`src/rtl/qrs_pkg.sv`:
```
// qrs_pkg: shared widths, codes and word types of the quadratic root solver
// used by qrs_sqrt_cell, qrs_div_cell and quadratic_root_solver; no dependencies
package qrs_pkg;

  localparam int COEF_W = 32;
  localparam int DISC_W = 66;   // exact discriminant magnitude, raw integer
  localparam int ROOT_W = 33;   // floor sqrt of the discriminant
  localparam int REM_W  = 35;   // sqrt partial remainder
  localparam int DEN_W  = 33;   // divisor magnitude, at most 2^32

  localparam logic [COEF_W-1:0] TOL_RESET = 32'd4295;
  localparam logic [COEF_W-1:0] Q_MAX     = 32'h7fff_ffff;
  localparam logic [COEF_W-1:0] Q_MIN     = 32'h8000_0000;

  // root class codes
  localparam logic [1:0] CLS_NONE = 2'd0;
  localparam logic [1:0] CLS_ONE  = 2'd1;
  localparam logic [1:0] CLS_TWO  = 2'd2;
  localparam logic [1:0] CLS_INF  = 2'd3;

  // which numerators and divisor the root path uses
  typedef enum logic [1:0] {
    MODE_NONE,
    MODE_LIN,
    MODE_DBL,
    MODE_TWO
  } mode_t;

  typedef struct packed {
    mode_t                    mode;
    logic [1:0]               cls;
    logic signed [COEF_W-1:0] a;
    logic signed [COEF_W-1:0] b;
    logic signed [COEF_W-1:0] c;
  } coef_ctx_t;

  // word moved along the square root chain
  typedef struct packed {
    logic [REM_W-1:0]  rem;
    logic [ROOT_W-1:0] root;
    logic [DISC_W-1:0] dsh;
    coef_ctx_t         ctx;
  } sq_word_t;

  // side data moved along the divider chain
  typedef struct packed {
    logic [1:0]       cls;
    logic             neg1;
    logic             neg2;
    logic [DEN_W-1:0] den;
  } dv_ctx_t;

endpackage

```
`src/rtl/qrs_div_cell.sv`:
```
// qrs_div_cell: one quotient bit of two restoring dividers sharing a divisor
// depends on qrs_pkg
module qrs_div_cell import qrs_pkg::*; #(
  parameter int NumW = 51
) (
  input  logic             clk,
  input  logic             rst_n,
  input  logic             en,
  input  logic             in_valid,
  input  dv_ctx_t          in_ctx,
  input  logic [DEN_W-1:0] in_rem1,
  input  logic [DEN_W-1:0] in_rem2,
  input  logic [NumW-1:0]  in_acc1,
  input  logic [NumW-1:0]  in_acc2,
  output logic             out_valid_r,
  output dv_ctx_t          out_ctx_r,
  output logic [DEN_W-1:0] out_rem1_r,
  output logic [DEN_W-1:0] out_rem2_r,
  output logic [NumW-1:0]  out_acc1_r,
  output logic [NumW-1:0]  out_acc2_r
);

  // shift in one dividend bit, subtract if it fits, shift the quotient bit in
  function automatic logic [DEN_W+NumW-1:0] div_step(
    input logic [DEN_W-1:0] rem,
    input logic [NumW-1:0]  acc,
    input logic [DEN_W-1:0] den
  );
    logic [DEN_W:0] part;
    logic           fits;
    part = {rem, acc[NumW-1]};
    fits = part >= {1'b0, den};
    div_step = {fits ? DEN_W'(part - {1'b0, den}) : DEN_W'(part), acc[NumW-2:0], fits};
  endfunction

  logic [DEN_W+NumW-1:0] lane1_nxt;
  logic [DEN_W+NumW-1:0] lane2_nxt;

  assign lane1_nxt = div_step(in_rem1, in_acc1, in_ctx.den);
  assign lane2_nxt = div_step(in_rem2, in_acc2, in_ctx.den);

  always_ff @(posedge clk) begin
    if (!rst_n) begin
      out_valid_r <= 1'b0;
    end else if (en) begin
      out_valid_r <= in_valid;
    end
  end

  always_ff @(posedge clk) begin
    if (en) begin
      out_ctx_r  <= in_ctx;
      out_rem1_r <= lane1_nxt[DEN_W+NumW-1:NumW];
      out_acc1_r <= lane1_nxt[NumW-1:0];
      out_rem2_r <= lane2_nxt[DEN_W+NumW-1:NumW];
      out_acc2_r <= lane2_nxt[NumW-1:0];
    end
  end

endmodule

```
`config.mk`:
```
export PLATFORM = sky130hd
export DESIGN_NAME = qrs_div_cell
export DESIGN_NICKNAME = d
export VERILOG_FILES = /design/src/rtl/qrs_pkg.sv /design/src/rtl/qrs_div_cell.sv
export SDC_FILE = /design/constraint.sdc
export NUM_CORES = 1
export LEC_CHECK = 0
export BUFFER_PORTS_ARGS = -buffer_cell sky130_fd_sc_hd__buf_2
export CAP_MARGIN = 20
export CORE_AREA = 5 5 157 159
export CTS_BUF_LIST = sky130_fd_sc_hd__clkbuf_16
export CTS_CLUSTER_DIAMETER = 50
export DETAILED_ROUTE_END_ITERATION = 10
export DIE_AREA = 0 0 162 164
export PLACE_DENSITY = 0.89
export SLEW_MARGIN = 15
export SYNTH_ARGS = -nofsm -noshare
export SYNTH_HDL_FRONTEND = slang
export SYNTH_SLANG_ARGS = --single-unit
```
`constraint.sdc`:
```
create_clock -name clk -period 11 [get_ports clk]
set_input_delay 2.75 -clock clk [delete_from_list [all_inputs] [get_ports clk]]
set_output_delay 2.75 -clock clk [all_outputs]
set_load 0.03 [all_outputs]
```
==> impl_metrics.py, run 1 <==
metrics = {
    "logic_synthesis": {
        "synthFlopType": "edfxtp_1",
        "synth.distinct_cells": 67,
        "postSynthAreaPerCell_um2": 12.8,
        "synth_edf_count": 205,
        "netlist_instances": 847,
        "yosys_register_bits": 206,
        "synth_seq_area_share": 0.568,
        "async_flop_share": 0,
        "synthesis.nets": 1124,
        "synth_area_um2": 10900,
        "yosysWarnings": 0,
    },
    "routing": {
        "drc_errors": 0,
        "first_iter_violations": 684,
        "first_pass_iters": 6,
        "vias": 8887,
        "via_per_inst": 5.62,
        "wl_per_cell_um": 23.0,
        "ant_nets": 0,
        "wirelength_mm": 36.4,
    },
    "timing": {
        "hold_ws_ns": 0.540,
        "rsz0062_at_grt": "no",
        "clock_skew_ns": 0,
        "timing.final.ws_setup_ns": 4.83,
        "finalSetupViolCount": 0,
        "fin_setup_tns_ns": 0,
        "slew_headroom": 0.307,
        "slew_viol_final": 0,
        "timing.final.crit_share": 0.561,
        "period_minus_slack_ns": 6.17,
        "hold_viol": 0,
        "worstMarginPinSlew_ns": 1.04,
        "max_freq_ghz": 0.162,
    },
    "cells_and_area": {
        "final_common_cell": "buf_2",
        "fin_nets": 1546,
        "syn_to_final_growth_pct": 29.7,
        "mostFrequentLayoutCells": "buf_2, edfxtp_1, ha_1, inv_1, a21oi_1",
        "drive_gt1_frac": 0.414,
        "stdcell_area_um2": 14100,
    },
    "cts": {
        "cts_root_buf": "clkbuf_16",
        "clk_latency_ns": 0.53,
        "cts_made_buffers": 28,
        "cts.htree.levels": 1,
        "hold_buffers": 0,
        "clkSlewWorstSetupHoldPaths_ns": 0.06,
        "clock-sinks": 206,
        "cts_tree": "built",
        "cts_buffer_depth": 3,
        "cts.repair.resized": 0,
        "post_cts_buffers": 0,
    },
    "setup_path": {
        "cp_common_cell": "inv_1",
        "path_cells": "buf_2 -> inv_1 -> ha_1 -> inv_1 -> fa_1 -> a21o_1 -> a221oi_2 -> o221ai_2 -> a2111o_1 -> a211oi_4 -> o31a_4 -> o21a_1 -> inv_8 -> mux2_4",
        "arrival_ns": 6.45,
        "worstSetupEndpointType": "flop",
        "worstSetupPathType": "in -> reg",
        "critPathRequiredTime_ns": 11.28,
        "slowest_delay_ns": 0.53,
        "reg2reg_depth": 2,
        "crit_path_top_delay_cell": "a2111o_1",
        "critPathMaxFanout": 27,
        "start_kind": "primary input",
    },
    "global_routing": {
        "grt_max_degree": 124,
        "antenna_found_initial": 3,
        "grt_pass1_vias": 8996,
        "grt_overflow_total": 0,
        "grt_pass1_wl_mm": 52.4,
        "track_usage": 0.257,
    },
    "min_path": {
        "min_path_cells": 2,
        "hp-class": "reg -> reg",
    },
    "place": {
        "portBuffers": 414,
        "pre_cts_ws_ns": 4.32,
        "hpwl_mm": 29.0,
        "dpl_cell_area_um2": 13200,
        "routabilityCongestion": 0.923,
    },
    "power_and_ir_drop": {
        "vdd_drop_max_mv": 0.132,
        "p_per_area_nw_per_um2": 176,
        "p_total_mw": 2.48,
        "leakage_nw": 6.41,
    },
    "floorplan": {
        "ios": 415,
        "die_w_um": 162,
        "dieArea_um2": 26600,
        "dieHeight_um": 164,
        "start_util": 0.470,
        "core.rowCount": 56,
        "core_um2": 23100,
    },
    "job": {
        "maxCapViolCount": 0,
    },
    "outcome": {
        "status": "complete, no violations",
    },
}
## power by group
group          leakage [nW]  total, mW  internal [mW]  switching [mW]
combinational          3.95      0.636          0.224           0.412
clock                 0.445      0.851          0.490           0.361
sequential             2.01      0.988          0.966          0.0226
total                  6.41       2.48           1.68           0.795
## cell type report
cell class | instances | area [um2]
fill | 1858 | 9020
sequential | 206 | 6180
multi-input combinational | 558 | 4330
timing repair buffer | 417 | 2100
clock buffer | 29 | 726
tap | 290 | 363
inverter | 58 | 225
clock inverter | 23 | 171
antenna | 1 | 2.50
## logic make-up after synthesis
family          synth area share
compound gates             0.139
flops                      0.568
simple gates              0.0816
buf+inv                   0.0332
fa+ha+maj                 0.0797
mux                       0.0609
xor+xnor                  0.0379
## metal layers
metal / routed length [um] / global-route usage / up-vias
li1: - / - / 4092
met1: 13400 / 0.293 / 4300
met3: 3230 / 0.0718 / 72
met4: 1280 / 0.0830 / 6
met5: 41 / 0 / -
met2: 18500 / 0.468 / 417
## synthesized netlist by cell type, drive strengths merged, types with 14 or more instances
cell    instances  share of area
ha             66          0.076
nand2          34          0.012
a21oi          51          0.023
nor3           16         0.0074
a21o           43          0.030
clkbuf         21         0.0073
o21ai          28          0.013
nor2           47          0.016
mux2           48          0.056
xnor2          34          0.027
edfxtp        205           0.57
o21a           14         0.0097
inv            58          0.021
nand4          16         0.0092
## through the flow
stage | instances | util
floorplan | 847 | -
global placement | 1529 | 0.571
detailed placement | 1529 | 0.571
CTS | 1581 | 0.610
global route | 1581 | 0.610
finish | 1582 | 0.610
## state kept, by name (all words and copies together) (netlist names)
| register | flops |
|---|---|
| out_ctx_r | 37 |
| out_rem2_r | 33 |
| out_acc1_r | 51 |
| out_acc2_r | 51 |
| out_valid_r | 1 |
| out_rem1_r | 33 |
## final timing paths
kind                            slack [ns]                      from                       end
worst max-delay path                  4.83               in_acc2[50]  out_rem2_r[11]$_DFFE_PP_
worst min-delay path                  0.54  out_valid_r$_SDFFE_PN0P_  out_valid_r$_SDFFE_PN0P_
worst max register to register       10.38  out_valid_r$_SDFFE_PN0P_  out_valid_r$_SDFFE_PN0P_
worst min register to register        0.54  out_valid_r$_SDFFE_PN0P_  out_valid_r$_SDFFE_PN0P_
## worst max-delay path: cells and delay by family
family / cells / cell delay, ns
AO/OA/AOI/OAI: 7 / 2.31
adder cells (fa/ha/maj): 2 / 0.58
buffers and inverters: 4 / 0.46
multiplexers: 1 / 0.35
Note: power is estimated with default switching activity, not from simulation.
==> run 2: changes to the inputs <==
--- a/config.mk
+++ b/config.mk
@@ -7,12 +7,12 @@
 export LEC_CHECK = 0
 export BUFFER_PORTS_ARGS = -buffer_cell sky130_fd_sc_hd__buf_2
 export CAP_MARGIN = 20
-export CORE_AREA = 5 5 157 159
+export CORE_AREA = 5 5 158 160
 export CTS_BUF_LIST = sky130_fd_sc_hd__clkbuf_16
 export CTS_CLUSTER_DIAMETER = 50
 export DETAILED_ROUTE_END_ITERATION = 10
-export DIE_AREA = 0 0 162 164
-export PLACE_DENSITY = 0.89
+export DIE_AREA = 0 0 163 165
+export PLACE_DENSITY = 0.88
 export SLEW_MARGIN = 15
 export SYNTH_ARGS = -nofsm -noshare
 export SYNTH_HDL_FRONTEND = slang
==> constraint.sdc (replaced) <==
create_clock -name clk -period 6.2 [get_ports clk]
set_input_delay 1.55 -clock clk [delete_from_list [all_inputs] [get_ports clk]]
set_output_delay 1.55 -clock clk [all_outputs]
set_load 0.03 [all_outputs]
==> run 2 against run 1 <==
Critical path depth stayed put. Setup slack worse by 3.7 ns. Register-to-register slack worse by 4.8 ns. Count of clock-buffer cells in the layout did not move. Wire length decreased by 0.58%. Clock power grew 97%. Largest power group unchanged.
==> impl_metrics.py, run 2 (synthesis gave the netlist of run 1 again) <==
metrics = {
    "power_and_ir_drop": {
        "p_per_area_nw_per_um2": 320,
        "swShare": 0.311,
        "pwr-share-comb": 0.248,
        "leakage_nw": 6.46,
        "switching_power_mw": 1.42,
        "vdd_drop_max_mv": 0.229,
        "p_int_mw": 3.15,
        "p_clk_frac": 0.369,
        "seq_power_share": 0.384,
    },
    "floorplan": {
        "core.rowCount": 56,
        "core_um2": 23300,
        "ios": 415,
        "dieHeight_um": 165,
        "die_w_um": 163,
        "start_util": 0.467,
        "dieArea_um2": 26900,
    },
    "cells_and_area": {
        "reg_top3": "out_acc1_r (51), out_acc2_r (51), out_ctx_r (37)",
        "syn_to_final_growth_pct": 31.1,
        "fin_nets": 1547,
        "regArea_um2": 6180,
        "drive_gt1_frac": 0.416,
        "multi_input_area_um2": 4330,
        "stdcell_area_um2": 14200,
        "fill_cells": 1855,
        "instances_no_fill": 1613,
        "final_common_cell": "buf_2",
        "mostFrequentLayoutCells": "buf_2, edfxtp_1, ha_1, inv_1, a21oi_1",
    },
    "timing": {
        "worstMarginPinSlew_ns": 1.00,
        "hold_viol": 0,
        "slew_viol_final": 0,
        "max_freq_ghz": 0.198,
        "timing.final.ws_setup_ns": 1.16,
        "rsz0062_at_grt": "no",
        "finalSetupViolCount": 0,
        "slew_headroom": 0.332,
        "period_minus_slack_ns": 5.04,
        "fin_setup_tns_ns": 0,
        "timing.final.crit_share": 0.813,
        "clock_skew_ns": 0,
    },
    "cts": {
        "clock-sinks": 206,
        "cts.htree.levels": 1,
        "post_cts_buffers": 0,
        "cts_root_buf": "clkbuf_16",
        "clk_latency_ns": 0.52,
        "cts_tree": "built",
        "cts_buffer_depth": 3,
        "clkSlewWorstSetupHoldPaths_ns": 0.06,
        "cts.repair.resized": 0,
        "hold_buffers": 0,
        "cts_made_buffers": 28,
    },
    "min_path": {
        "hold_path_end": "out_valid_r$_SDFFE_PN0P_",
        "hp-class": "reg -> reg",
        "min_path_cells": 2,
        "hp-start": "out_valid_r$_SDFFE_PN0P_",
    },
    "setup_path": {
        "reg2reg_depth": 2,
        "reg2reg_slack_ns": 5.55,
        "cp_common_cell": "inv_1",
        "path_cells": "buf_2 -> inv_1 -> ha_1 -> inv_1 -> fa_1 -> a21o_1 -> a221oi_2 -> o221ai_2 -> a2111o_1 -> a211oi_4 -> o31a_4 -> o21a_1 -> inv_8 -> mux2_4",
        "r2r-start": "out_valid_r$_SDFFE_PN0P_",
        "arrival_ns": 5.31,
        "worstSetupPathType": "in -> reg",
        "worstSetupEndpointType": "flop",
        "critPathMaxFanout": 27,
        "r2r-end": "out_valid_r$_SDFFE_PN0P_",
        "crit_path_top_delay_cell": "a2111o_1",
        "slowest_delay_ns": 0.54,
        "critPathRequiredTime_ns": 6.47,
        "start_kind": "primary input",
    },
    "global_routing": {
        "grt_pass1_vias": 8985,
        "track_usage": 0.250,
        "grt_pass1_wl_mm": 51.4,
        "grt_max_degree": 118,
        "grt_overflow_total": 0,
        "antenna_found_initial": 11,
    },
    "place": {
        "portBuffers": 414,
        "routabilityCongestion": 0.934,
        "hpwl_mm": 28.3,
        "dpl_cell_area_um2": 13300,
        "pre_cts_ws_ns": 0.659,
        "place_inst": 1559,
    },
    "job": {
        "maxCapViolCount": 0,
    },
    "routing": {
        "first_pass_iters": 5,
        "ant_nets": 0,
        "wirelength_mm": 36.2,
        "wl_per_cell_um": 22.5,
        "vias": 8894,
        "via_per_inst": 5.51,
        "first_iter_violations": 747,
        "drc_errors": 0,
    },
    "outcome": {
        "status": "complete, no violations",
    },
}
==> run 2: layout make-up <==
cell class,instances,area share
diodes,2,0.000351
clock buffers,29,0.0509
clock inverters,23,0.0188
inverters,58,0.0158
multi-input cells,558,0.304
flip-flops and latches,206,0.433
well taps,319,0.0280
repair buffers,418,0.149
==> run 2: layer usage <==
layer  part of all wire  global-route usage  up-vias  wire length [um]
li1                   -                   -     4110                 -
met1               0.35               0.278     4256             12600
met2               0.51               0.454      414             18600
met3              0.095              0.0711       96              3450
met4              0.041              0.0957       18              1470
met5             0.0028                   0        -               102
==> run 2: worst max-delay path by stage <==
stage	start	end	depth (start not counted)
6_report	in_acc2[50]	out_rem2_r[17]$_DFFE_PP_	14
5_1_grt	in_acc2[50]	out_rem2_r[17]$_DFFE_PP_	14
4_1_cts	in_acc2[50]	out_rem2_r[17]$_DFFE_PP_	14
3_5_place_dp	in_acc2[50]	out_rem2_r[17]$_DFFE_PP_	14
3_3_place_gp	in_acc2[50]	out_rem2_r[17]$_DFFE_PP_	14
2_1_floorplan	in_acc2[50]	out_rem2_r[10]$_DFFE_PP_	15
==> run 2: stage by stage <==
stage / hold slack [ns] / util / power [mW]
CTS: 0.571 / 0.612 / 4.59
global placement: 0.494 / 0.569 / 2.88
global route: 0.591 / 0.612 / 4.74
floorplan: 0.640 / - / 2.52
detailed placement: 0.510 / 0.570 / 2.90
finish: 0.561 / 0.613 / 4.56
==> run 2: power groups by stage <==
stage	registers [mW]	clock network, mW	logic [mW]
2_1_floorplan	2.08	0	0.446
3_3_place_gp	1.78	0	1.10
3_5_place_dp	1.78	0	1.12
4_1_cts	1.75	1.71	1.13
5_1_grt	1.76	1.78	1.20
6_report	1.75	1.68	1.13
==> run 2: worst max-delay path: cells and delay by family <==
family          cells  cell delay, ns
compound gates      7            2.30
buf+inv             4            0.50
mux                 1            0.35
fa+ha+maj           2            0.59
