==> src/rtl/qrs_pkg.sv <==
// qrs_pkg: shared widths, codes and word types of the quadratic root solver
// used by qrs_sqrt_cell, qrs_div_cell and quadratic_root_solver; no dependencies
package qrs_pkg;

  localparam int COEF_W = 32;
  localparam int DISC_W = 66;   // exact discriminant magnitude, raw integer
  localparam int ROOT_W = 33;   // floor sqrt of the discriminant
  localparam int REM_W  = 35;   // sqrt partial remainder
  localparam int DEN_W  = 33;   // divisor magnitude, at most 2^32

  localparam logic [COEF_W-1:0] TOL_RESET = 32'd4295;
  localparam logic [COEF_W-1:0] Q_MAX     = 32'h7fff_ffff;
  localparam logic [COEF_W-1:0] Q_MIN     = 32'h8000_0000;

  // root class codes
  localparam logic [1:0] CLS_NONE = 2'd0;
  localparam logic [1:0] CLS_ONE  = 2'd1;
  localparam logic [1:0] CLS_TWO  = 2'd2;
  localparam logic [1:0] CLS_INF  = 2'd3;

  // which numerators and divisor the root path uses
  typedef enum logic [1:0] {
    MODE_NONE,
    MODE_LIN,
    MODE_DBL,
    MODE_TWO
  } mode_t;

  typedef struct packed {
    mode_t                    mode;
    logic [1:0]               cls;
    logic signed [COEF_W-1:0] a;
    logic signed [COEF_W-1:0] b;
    logic signed [COEF_W-1:0] c;
  } coef_ctx_t;

  // word moved along the square root chain
  typedef struct packed {
    logic [REM_W-1:0]  rem;
    logic [ROOT_W-1:0] root;
    logic [DISC_W-1:0] dsh;
    coef_ctx_t         ctx;
  } sq_word_t;

  // side data moved along the divider chain
  typedef struct packed {
    logic [1:0]       cls;
    logic             neg1;
    logic             neg2;
    logic [DEN_W-1:0] den;
  } dv_ctx_t;

endpackage

==> src/rtl/qrs_sqrt_cell.sv <==
// qrs_sqrt_cell: one root bit of a restoring digit-by-digit square root
// depends on qrs_pkg
module qrs_sqrt_cell import qrs_pkg::*; (
  input  logic     clk,
  input  logic     rst_n,
  input  logic     en,
  input  logic     in_valid,
  input  sq_word_t in_word,
  output logic     out_valid_r,
  output sq_word_t out_word_r
);

  logic [REM_W+1:0] part;
  logic [REM_W+1:0] trial;
  logic             fits;
  sq_word_t         word_nxt;

  // bring down two radicand bits and try the next root bit
  always_comb begin
    part     = {in_word.rem, in_word.dsh[DISC_W-1 -: 2]};
    trial    = (REM_W+2)'({in_word.root, 2'b01});
    fits     = part >= trial;
    word_nxt = in_word;
    word_nxt.rem  = fits ? REM_W'(part - trial) : REM_W'(part);
    word_nxt.root = {in_word.root[ROOT_W-2:0], fits};
    word_nxt.dsh  = in_word.dsh << 2;
  end

  always_ff @(posedge clk) begin
    if (!rst_n) begin
      out_valid_r <= 1'b0;
    end else if (en) begin
      out_valid_r <= in_valid;
    end
  end

  always_ff @(posedge clk) begin
    if (en) begin
      out_word_r <= word_nxt;
    end
  end

endmodule

==> config.mk <==
export PLATFORM = sky130hd
export DESIGN_NAME = qrs_sqrt_cell
export DESIGN_NICKNAME = d
export VERILOG_FILES = /design/src/rtl/qrs_pkg.sv /design/src/rtl/qrs_sqrt_cell.sv
export SDC_FILE = /design/constraint.sdc
export NUM_CORES = 1
export LEC_CHECK = 0
export ABC_CLOCK_PERIOD_IN_PS = 6290
export BUFFER_PORTS_ARGS = -buffer_cell sky130_fd_sc_hd__buf_2
export CORE_AREA = 2 2 182 184
export CTS_BUF_LIST = sky130_fd_sc_hd__clkbuf_8
export DETAILED_ROUTE_END_ITERATION = 7
export DIE_AREA = 0 0 184 186
export GPL_TIMING_DRIVEN = 0
export PLACE_DENSITY = 0.54
export SKIP_CTS_REPAIR_TIMING = 1
export SLEW_MARGIN = 25
export SYNTH_ARGS = -nofsm -noshare
export SYNTH_HDL_FRONTEND = slang
export SYNTH_SLANG_ARGS = --single-unit
==> constraint.sdc <==
create_clock -name clk -period 6.29 [get_ports clk]
set_clock_uncertainty 0.1 [all_clocks]
set_input_delay 1.887 -clock clk [delete_from_list [all_inputs] [get_ports clk]]
set_output_delay 1.887 -clock clk [all_outputs]
set_load 0.03 [all_outputs]
==> flow_metrics.env, run 1 <==
export IMPL_outcome="finished, final reports clean"
export IMPL_vias_per_cell=4.489
export IMPL_groute_usage_overall=0.1761
export IMPL_fp_row_count=66
export IMPL_dp_hpwl_um=24940
export IMPL_slew_headroom=0.5155
export IMPL_io_buffers=470
export IMPL_max_stage_delay_ns=0.41
export IMPL_path_clk_slew_ns=0.05
export IMPL_async_flop_share=0
export IMPL_multiInputGateArea_mm2=0.002121
export IMPL_yosysTopAreaCellShare=0.7445
export IMPL_final_cell_mix="buf_2 (471), edfxtp_1 (232), nand2_1 (59)"
export IMPL_syn_area_mm2=0.009358
export IMPL_syn_instance_count=612
export IMPL_finalSetupViolations=0
export IMPL_end_kind="register"
export IMPL_clkSinkCount=233
export IMPL_core_mm2=0.03221
export IMPL_p_per_area_mw_per_mm2=312.0
export IMPL_hold_depth=2
export IMPL_clk_root_buffer_cell="clkbuf_8"
export IMPL_cts_tree="done"
export IMPL_place_inst=1494
export IMPL_yosysSeqAreaShare=0.7466
export IMPL_max_freq_mhz=222.1
export IMPL_grt_pass1_wl_um=43680
export IMPL_die_h_um=186
export IMPL_holdWs_ns=0.4164
export IMPL_r2r_cells=2
export IMPL_yosysUniqueCellTypes=48
export IMPL_cellLeakagePower_nw=5.802
export IMPL_drt_wl_total_um=31700
export IMPL_tightestPinTransition_ns=0.7236
export IMPL_crit_type="in2reg"
export IMPL_layout_min_cycle_time_ns=4.502
export IMPL_final_common_cell="buf_2"
export IMPL_avgSynthCellArea_um2=15.29
export IMPL_regArea_mm2=0.006987
export IMPL_worstPathBufferInverterCount=5
export IMPL_crit_fanout=10
export IMPL_grt_max_degree=69
export IMPL_cts_buffer_depth=3
export IMPL_drt_iter0_markers=379
export IMPL_initial_utilization=0.2906
export IMPL_crit_required_ns=6.48
export IMPL_path_delay_family="simple AND/OR/NAND/NOR gates"
export IMPL_drc_errors=0
export IMPL_crit_cells=14
export IMPL_synth_edff_count=232
export IMPL_timing_critical_path_mode_cell="buf_6"
export IMPL_wl_per_cell_um=20.13
export IMPL_yosys_warnings=0
export IMPL_drt_first_pass_iters=6
export IMPL_rsz0062_at_grt="no"
export IMPL_fin_util=0.4065
export IMPL_grt_pass1_vias=6983
export IMPL_cp_slowest_cell="a211oi_1"
export IMPL_hold_viol_final=0
export IMPL_min_path_type="reg2reg"
export IMPL_stdcell_count=1575
export IMPL_die_x_um=184
export IMPL_cp_data_arrival_time_ns=4.70
export IMPL_pin_count=473
export IMPL_antenna_found_initial=9
export IMPL_path_cells="buf_2 -> inv_1 -> ha_1 -> clkbuf_1 -> nand4_1 -> or3_1 -> nor3_1 -> o211ai_1 -> a211oi_1 -> o211ai_2 -> buf_6 -> buf_6 -> nand2_1 -> o21ai_1"
export IMPL_worst_slack_ns=1.788
export IMPL_synthFlopType="edfxtp_1"
export IMPL_gr_total_overflow=0
export IMPL_crit_path_start_kind="input pin"
export IMPL_gp_congestion=0.8461
export IMPL_synth_top_area_cell="edfxtp_1"
export IMPL_cts_buffers=43
export IMPL_netlist_top_cells_area="edfxtp_1 (74%), ha_1 (4.7%), nand2_1 (2.4%)"
export IMPL_syn2layout_area_growth_pct=39.90
export IMPL_clkLatencyLatePin_ns=0.58
export IMPL_num_vias=7070
export IMPL_fin_crit_sh=0.7157
export IMPL_vdd_drop_max_uv=148.0
export IMPL_htree_levels=2
export IMPL_ys_ff_latch=233
export IMPL_layout_nets=1404
export IMPL_antenna_left=0
export IMPL_max_cap_viol_count=0
export IMPL_drive_gt1_frac=0.4670
export IMPL_fill_cells=3116
export IMPL_slew_violations=0
export IMPL_die_area_mm2=0.03422
export IMPL_post_place_ws_ns=1.101
power by group:
part           internal, mW  total, mW  switching [mW]
logic                 0.263      0.857           0.594
clock network         0.649       1.31           0.664
registers              1.88       1.91          0.0329
total                  2.79       4.08            1.29
cell families (layout without fill, tap and decap cells):
group,count (synthesis),count (layout),share of synthesized area
compound gates,136,136,0.09092
xor+xnor,33,33,0.03089
fa+ha+maj,35,35,0.04680
buf+inv,57,609,0.02714
flops,233,233,0.7466
mux,3,3,0.003743
other cells,1,4,0.0004007
simple gates,114,114,0.05348
cell type report:
class,instances,area share
sequential,233,0.5337
timing repair buffer,473,0.1868
multi-input combinational,323,0.1620
clock buffer,43,0.04521
tap,408,0.03899
clock inverter,36,0.01357
inverter,43,0.01233
buffer,14,0.007073
antenna,2,0.0003823
registers in the layout, indices dropped and copies added (netlist names):
name	cells
out_word_r	232
out_valid_r	1
stage by stage:
stage,instance area [um^2],TNS [ns],power (mW)
floorplan,9361,0,2.469
global placement,12220,-22.17,2.806
detailed placement,12320,0,2.809
CTS,13090,0,4.160
global route,13090,0,4.280
finish,13090,0,4.084
per-layer routing:
metal / global-route usage / share of wire / vias up
met5: 0 / 0.0023 / -
met4: 0.07872 / 0.033 / 12
met3: 0.06789 / 0.095 / 67
met2: 0.2946 / 0.48 / 314
met1: 0.2002 / 0.39 / 3328
li1: - / - / 3349
worst min-delay path: stages, from the launching register on:
cell	delay [ns]
dfxtp_1	0.33
mux2i_1	0.07
nor2b_1	0.09
path summary, 6_finish.rpt:
| path | from | endpoint | slack (ns) |
|---|---|---|---|
| max reg2reg | out_valid_r$_SDFFE_PN0P_ | out_valid_r$_SDFFE_PN0P_ | 5.61 |
| min reg2reg | out_valid_r$_SDFFE_PN0P_ | out_valid_r$_SDFFE_PN0P_ | 0.42 |
| min | out_valid_r$_SDFFE_PN0P_ | out_valid_r$_SDFFE_PN0P_ | 0.42 |
| max | in_word[190] | out_word_r[221]$_DFFE_PP_ | 1.79 |
cell usage after synthesis (6+ instances only):
cell / number
xnor2_1: 16
o211ai_1: 6
nor2_1: 21
edfxtp_1: 232
nand2_1: 59
inv_1: 43
xor2_1: 17
a21o_1: 19
ha_1: 35
o21ai_0: 13
a21oi_1: 37
nand3_1: 8
o21bai_1: 6
clkbuf_1: 6
o21ai_1: 29
Note: power is estimated with default switching activity, not from simulation.
==> run 2: changes to the inputs <==
--- a/config.mk
+++ b/config.mk
@@ -5,14 +5,15 @@
 export SDC_FILE = /design/constraint.sdc
 export NUM_CORES = 1
 export LEC_CHECK = 0
-export ABC_CLOCK_PERIOD_IN_PS = 6290
+export ABC_AREA = 1
+export ABC_CLOCK_PERIOD_IN_PS = 3870
 export BUFFER_PORTS_ARGS = -buffer_cell sky130_fd_sc_hd__buf_2
 export CORE_AREA = 2 2 182 184
 export CTS_BUF_LIST = sky130_fd_sc_hd__clkbuf_8
 export DETAILED_ROUTE_END_ITERATION = 7
 export DIE_AREA = 0 0 184 186
 export GPL_TIMING_DRIVEN = 0
-export PLACE_DENSITY = 0.54
+export PLACE_DENSITY = 0.6
 export SKIP_CTS_REPAIR_TIMING = 1
 export SLEW_MARGIN = 25
 export SYNTH_ARGS = -nofsm -noshare
==> constraint.sdc (replaced) <==
create_clock -name clk -period 3.87 [get_ports clk]
set_clock_uncertainty 0.1 [all_clocks]
set_input_delay 1.161 -clock clk [delete_from_list [all_inputs] [get_ports clk]]
set_output_delay 1.161 -clock clk [all_outputs]
set_load 0.03 [all_outputs]
==> flow_metrics.env, run 2 <==
export IMPL_p_clk_frac=0.336
export IMPL_grt_pass1_wl_um=52110
export IMPL_reg2reg_to="out_valid_r$_SDFFE_PN0P_"
export IMPL_worstPathBufferInverterCount=3
export IMPL_cts_buffer_depth=3
export IMPL_yosysTopAreaCellShare=0.6640
export IMPL_worst_slack_ns=0.8365
export IMPL_syn_area_mm2=0.01049
export IMPL_syn_instance_count=909
export IMPL_netlist_top_cells_area="edfxtp_1 (66%), nand2_1 (8.2%), inv_1 (5.2%)"
export IMPL_path_cells="buf_2 -> inv_1 -> ha_1 -> nand2_1 -> nor2_1 -> nand2_1 -> nor2_4 -> nand3_1 -> nand2_1 -> nor3_4 -> buf_4 -> nand3_1 -> nand2_1"
export IMPL_num_vias=8538
export IMPL_reg2reg_slack_ns=3.13
export IMPL_yosysUniqueCellTypes=35
export IMPL_die_x_um=184
export IMPL_gp_congestion=0.9236
export IMPL_yosysSeqAreaShare=0.6660
export IMPL_power_frac_seq=0.449
export IMPL_path_delay_family="simple AND/OR/NAND/NOR gates"
export IMPL_core_mm2=0.03221
export IMPL_dp_hpwl_um=30510
export IMPL_io_buffers=470
export IMPL_cp_slowest_cell="nor3_4"
export IMPL_initial_utilization=0.3258
export IMPL_synth_top_area_cell="edfxtp_1"
export IMPL_largest_reg_flops=232
export IMPL_vdd_drop_max_uv=235.2
export IMPL_htree_levels=2
export IMPL_post_place_ws_ns=0.2870
export IMPL_slew_headroom=0.5822
export IMPL_clkLatencyLatePin_ns=0.57
export IMPL_ys_ff_latch=233
export IMPL_layout_nets=1698
export IMPL_finalSetupViolations=0
export IMPL_avgSynthCellArea_um2=11.54
export IMPL_yosysMostFrequentCell="edfxtp_1"
export IMPL_fp_row_count=66
export IMPL_path_clk_slew_ns=0.06
export IMPL_slew_violations=0
export IMPL_drc_errors=0
export IMPL_async_flop_share=0
export IMPL_final_common_cell="buf_2"
export IMPL_drive_gt1_frac=0.4180
export IMPL_vias_per_cell=4.549
export IMPL_crit_type="in2reg"
export IMPL_tightestPinTransition_ns=0.6267
export IMPL_end_kind="register"
export IMPL_outcome="finished, final reports clean"
export IMPL_p_int_mw=4.695
export IMPL_rsz0062_at_grt="no"
export IMPL_totalPowerFinal_mw=6.896
export IMPL_cts_buffers=41
export IMPL_drt_first_pass_iters=5
export IMPL_reg2reg_from="out_valid_r$_SDFFE_PN0P_"
export IMPL_cellLeakagePower_nw=6.844
export IMPL_gr_total_overflow=0
export IMPL_max_cap_viol_count=0
export IMPL_min_delay_start="out_valid_r$_SDFFE_PN0P_"
export IMPL_syn2layout_area_growth_pct=35.97
export IMPL_clkSinkCount=233
export IMPL_synth_edff_count=232
export IMPL_die_area_mm2=0.03422
export IMPL_antenna_left=0
export IMPL_synthFlopType="edfxtp_1"
export IMPL_layout_min_cycle_time_ns=3.034
export IMPL_min_path_type="reg2reg"
export IMPL_wl_per_cell_um=20.28
export IMPL_max_freq_mhz=329.6
export IMPL_p_switching_mw=2.201
export IMPL_cts_tree="done"
export IMPL_largest_register="out_word_r"
export IMPL_cp_data_arrival_time_ns=3.36
export IMPL_hold_viol_final=0
export IMPL_p_sw_frac=0.3192
export IMPL_timing_critical_path_mode_cell="nand2_1"
export IMPL_clk_root_buffer_cell="clkbuf_8"
export IMPL_crit_path_start_kind="input pin"
export IMPL_reg_top3="out_word_r (232), out_valid_r (1)"
export IMPL_max_stage_delay_ns=0.44
export IMPL_yosys_warnings=0
export IMPL_drt_iter0_markers=446
export IMPL_grt_pass1_vias=8329
export IMPL_dpl_instance_area_mm2=0.01342
export IMPL_fill_cells=3186
export IMPL_comb_power_share=0.215
export IMPL_die_h_um=186
export IMPL_crit_required_ns=4.20
export IMPL_final_cell_mix="buf_2 (470), edfxtp_1 (232), nand2_1 (228)"
export IMPL_hold_depth=2
export IMPL_holdWs_ns=0.4451
export IMPL_grt_max_degree=86
export IMPL_pin_count=473
export IMPL_whs_endpoint="out_valid_r$_SDFFE_PN0P_"
export IMPL_design_area_mm2=0.01426
export IMPL_p_per_area_mw_per_mm2=483.4
export IMPL_r2r_cells=2
export IMPL_antenna_found_initial=26
export IMPL_crit_fanout=10
export IMPL_groute_usage_overall=0.2116
export IMPL_drt_wl_total_um=38060
export IMPL_synthTopCellsByCount="edfxtp_1 (232), nand2_1 (228), inv_1 (145)"
export IMPL_fin_crit_sh=0.7839
export IMPL_setup_tns_ns=0
[run 2: tightest hold or removal path, cell delays in order (launching register included)]
cell and delay (ns):
dfxtp_1 0.31, o21ai_0 0.15, a21oi_1 0.04
[run 2: worst max-delay path by stage]
stage | startpoint | endpoint | cells after the start
2_1_floorplan | in_word[188] | out_word_r[209]$_DFFE_PP_ | 11
3_3_place_gp | en | out_valid_r$_SDFFE_PN0P_ | 3
3_5_place_dp | in_word[183] | out_word_r[218]$_DFFE_PP_ | 13
4_1_cts | in_word[183] | out_word_r[218]$_DFFE_PP_ | 13
5_1_grt | in_word[183] | out_word_r[231]$_DFFE_PP_ | 13
6_report | in_word[182] | out_word_r[218]$_DFFE_PP_ | 13
[run 2: kinds of logic (layout without fill, tap and decap cells)]
kind of cell	count (synthesis)	count (layout)	share of synthesized area
AO/OA/AOI/OAI	57	57	0.03578
buffers and inverters	155	702	0.06130
AND/OR/NAND/NOR	411	411	0.1807
XOR/XNOR	17	17	0.01419
adder cells (fa/ha/maj)	35	35	0.04174
other	1	14	0.0003574
flip-flops	233	233	0.6660
[run 2: cell type report]
class | count | area, um^2 | area share
Clock buffer | 41 | 564.3 | 0.03956
Tap cell | 408 | 510.5 | 0.03579
Clock inverter | 34 | 247.7 | 0.01737
Sequential cell | 233 | 6987 | 0.4898
Buffer | 10 | 98.84 | 0.006929
Inverter | 145 | 544.3 | 0.03815
Antenna cell | 12 | 30.03 | 0.002105
Multi-Input combinational cell | 522 | 2865 | 0.2009
Timing Repair Buffer | 472 | 2417 | 0.1695
[run 2: stage by stage]
step | utilization | instances
floorplan | - | 910
global placement | 0.4148 | 1788
detailed placement | 0.4168 | 1790
CTS | 0.4420 | 1865
global route | 0.4423 | 1869
finish | 0.4429 | 1877
[run 2: power groups by stage]
stage | sequential [mW] | combinational (mW) | clock [mW]
floorplan | 3.63 | 0.439 | 0
global placement | 3.16 | 1.48 | 0
detailed placement | 3.15 | 1.49 | 0
CTS | 3.10 | 1.50 | 2.39
global route | 3.12 | 1.59 | 2.48
finish | 3.10 | 1.48 | 2.32
[run 2: per-layer routing]
metal	vias to the layer above	share of wire	GRT usage
met5	-	0.0044	0
met2	322	0.49	0.3626
met4	24	0.023	0.06208
met3	76	0.098	0.08296
li1	4099	-	-
met1	4017	0.38	0.2451
==> run 3: changes to the inputs <==
--- a/config.mk
+++ b/config.mk
@@ -6,14 +6,14 @@
 export NUM_CORES = 1
 export LEC_CHECK = 0
 export ABC_AREA = 1
-export ABC_CLOCK_PERIOD_IN_PS = 3870
+export ABC_CLOCK_PERIOD_IN_PS = 3060
 export BUFFER_PORTS_ARGS = -buffer_cell sky130_fd_sc_hd__buf_2
 export CORE_AREA = 2 2 182 184
 export CTS_BUF_LIST = sky130_fd_sc_hd__clkbuf_8
 export DETAILED_ROUTE_END_ITERATION = 7
 export DIE_AREA = 0 0 184 186
 export GPL_TIMING_DRIVEN = 0
-export PLACE_DENSITY = 0.6
+export PLACE_DENSITY = 0.58
 export SKIP_CTS_REPAIR_TIMING = 1
 export SLEW_MARGIN = 25
 export SYNTH_ARGS = -nofsm -noshare
==> constraint.sdc (replaced) <==
create_clock -name clk -period 3.06 [get_ports clk]
set_clock_uncertainty 0.1 [all_clocks]
set_input_delay 0.918 -clock clk [delete_from_list [all_inputs] [get_ports clk]]
set_output_delay 0.918 -clock clk [all_outputs]
set_load 0.03 [all_outputs]
==> flow_metrics.env, run 3 (synthesis results as in run 2) <==
export IMPL_slew_violations=0
export IMPL_cellLeakagePower_nw=6.868
export IMPL_clkLatencyLatePin_ns=0.59
export IMPL_gp_congestion=0.9276
export IMPL_num_vias=8462
export IMPL_layout_nets=1700
export IMPL_initial_utilization=0.3258
export IMPL_fill_cells=3137
export IMPL_core_mm2=0.03221
export IMPL_drt_first_pass_iters=5
export IMPL_die_x_um=184
export IMPL_timing_critical_path_mode_cell="nand2_1"
export IMPL_drive_gt1_frac=0.4136
export IMPL_max_cap_viol_count=0
export IMPL_setup_tns_ns=0
export IMPL_crit_fanout=10
export IMPL_largest_register="out_word_r"
export IMPL_dp_hpwl_um=30370
export IMPL_cts_buffers=43
export IMPL_post_place_ws_ns=-0.2639
export IMPL_cts_tree="done"
export IMPL_rsz0062_at_grt="no"
export IMPL_clkSinkCount=233
export IMPL_vdd_drop_max_uv=401.0
export IMPL_drt_iter0_markers=580
export IMPL_gr_total_overflow=0
export IMPL_p_per_area_mw_per_mm2=615.6
export IMPL_hold_viol_final=0
export IMPL_largest_reg_flops=232
export IMPL_slew_headroom=0.6473
export IMPL_antenna_left=0
export IMPL_worstPathBufferInverterCount=3
export IMPL_end_kind="register"
export IMPL_syn2layout_area_growth_pct=36.06
export IMPL_grt_max_degree=94
export IMPL_fin_crit_sh=0.8861
export IMPL_die_h_um=186
export IMPL_comb_power_share=0.214
export IMPL_path_delay_family="simple AND/OR/NAND/NOR gates"
export IMPL_min_path_type="in2reg"
export IMPL_path_cells="buf_2 -> inv_1 -> ha_1 -> nand2_1 -> nor2_1 -> nand2_1 -> nor2_4 -> nand3_1 -> nand2_1 -> nor3_4 -> buf_4 -> nand3_1 -> nand2_1"
export IMPL_die_area_mm2=0.03422
export IMPL_antenna_found_initial=25
export IMPL_reg_top3="out_word_r (232), out_valid_r (1)"
export IMPL_p_int_mw=6.054
export IMPL_holdWs_ns=0.3923
export IMPL_power_frac_seq=0.446
export IMPL_drt_wl_total_um=37750
export IMPL_crit_required_ns=3.38
export IMPL_final_common_cell="buf_2"
export IMPL_path_clk_slew_ns=0.06
export IMPL_crit_path_start_kind="input pin"
export IMPL_outcome="finished, final reports clean"
export IMPL_fp_row_count=66
export IMPL_pin_count=473
export IMPL_groute_usage_overall=0.2122
export IMPL_finalSetupViolations=0
export IMPL_final_cell_mix="buf_2 (470), edfxtp_1 (232), nand2_1 (228)"
export IMPL_p_switching_mw=2.733
export IMPL_crit_type="in2reg"
export IMPL_wl_per_cell_um=20.16
export IMPL_fin_util=0.4432
export IMPL_cts_buffer_depth=3
export IMPL_design_area_mm2=0.01427
export IMPL_io_buffers=470
export IMPL_drc_errors=0
export IMPL_grt_pass1_wl_um=52270
export IMPL_max_freq_mhz=368.8
export IMPL_vias_per_cell=4.520
export IMPL_p_clk_frac=0.341
export IMPL_p_sw_frac=0.3110
export IMPL_grt_pass1_vias=8394
export IMPL_worst_slack_ns=0.3487
export IMPL_layout_min_cycle_time_ns=2.711
export IMPL_max_stage_delay_ns=0.39
export IMPL_reg2reg_from="out_valid_r$_SDFFE_PN0P_"
export IMPL_htree_levels=2
export IMPL_cp_data_arrival_time_ns=3.04
export IMPL_cp_slowest_cell="ha_1"
export IMPL_critPathLaunch="in_word[182]"
export IMPL_tightestPinTransition_ns=0.5290
export IMPL_clk_root_buffer_cell="clkbuf_8"
export IMPL_min_delay_start="in_word[17]"
export IMPL_dpl_instance_area_mm2=0.01342
[run 3: final timing paths]
path	end	slack [ns]	depth (start not counted)
setup / recovery	out_word_r[217]$_DFFE_PP_	0.35	13
hold / removal	out_word_r[17]$_DFFE_PP_	0.39	1
setup reg to reg	out_valid_r$_SDFFE_PN0P_	2.29	2
hold reg to reg	out_valid_r$_SDFFE_PN0P_	0.47	2
[run 3: power groups by stage]
stage	registers, mW	clock network, mW	logic [mW]
2_1_floorplan	4.59	0	0.555
3_3_place_gp	4.00	0	1.88
3_5_place_dp	3.98	0	1.89
4_1_cts	3.92	3.09	1.90
5_1_grt	3.95	3.22	2.02
6_report	3.92	2.99	1.88
[run 3: area by class of cell]
class / count / area (um^2) / share of cell area
flip-flops and latches: 233 / 6987 / 0.4894
multi-input cells: 522 / 2865 / 0.2007
repair buffers: 472 / 2417 / 0.1693
clock buffers: 43 / 591.8 / 0.04146
inverters: 145 / 544.3 / 0.03813
well taps: 408 / 510.5 / 0.03576
clock inverters: 33 / 245.2 / 0.01718
plain buffers: 10 / 98.84 / 0.006924
diodes: 6 / 15.01 / 0.001052
[run 3: layer usage]
layer,vias up,track usage,share of wire
met5,-,0,0.0043
met4,26,0.07424,0.027
met3,92,0.07337,0.098
met2,361,0.3589,0.48
met1,3889,0.2514,0.39
li1,4094,-,-
[run 3: metrics by stage]
step	instances	power, mW
detailed placement	1790	5.869
finish	1872	8.787
CTS	1866	8.909
global placement	1788	5.872
global route	1868	9.177
floorplan	910	5.141
[run 3: worst reg2reg max path, cell delays in order, from the launching register on]
cell and delay [ns]:
dfxtp_1 0.31, o21ai_0 0.18, a21oi_1 0.06
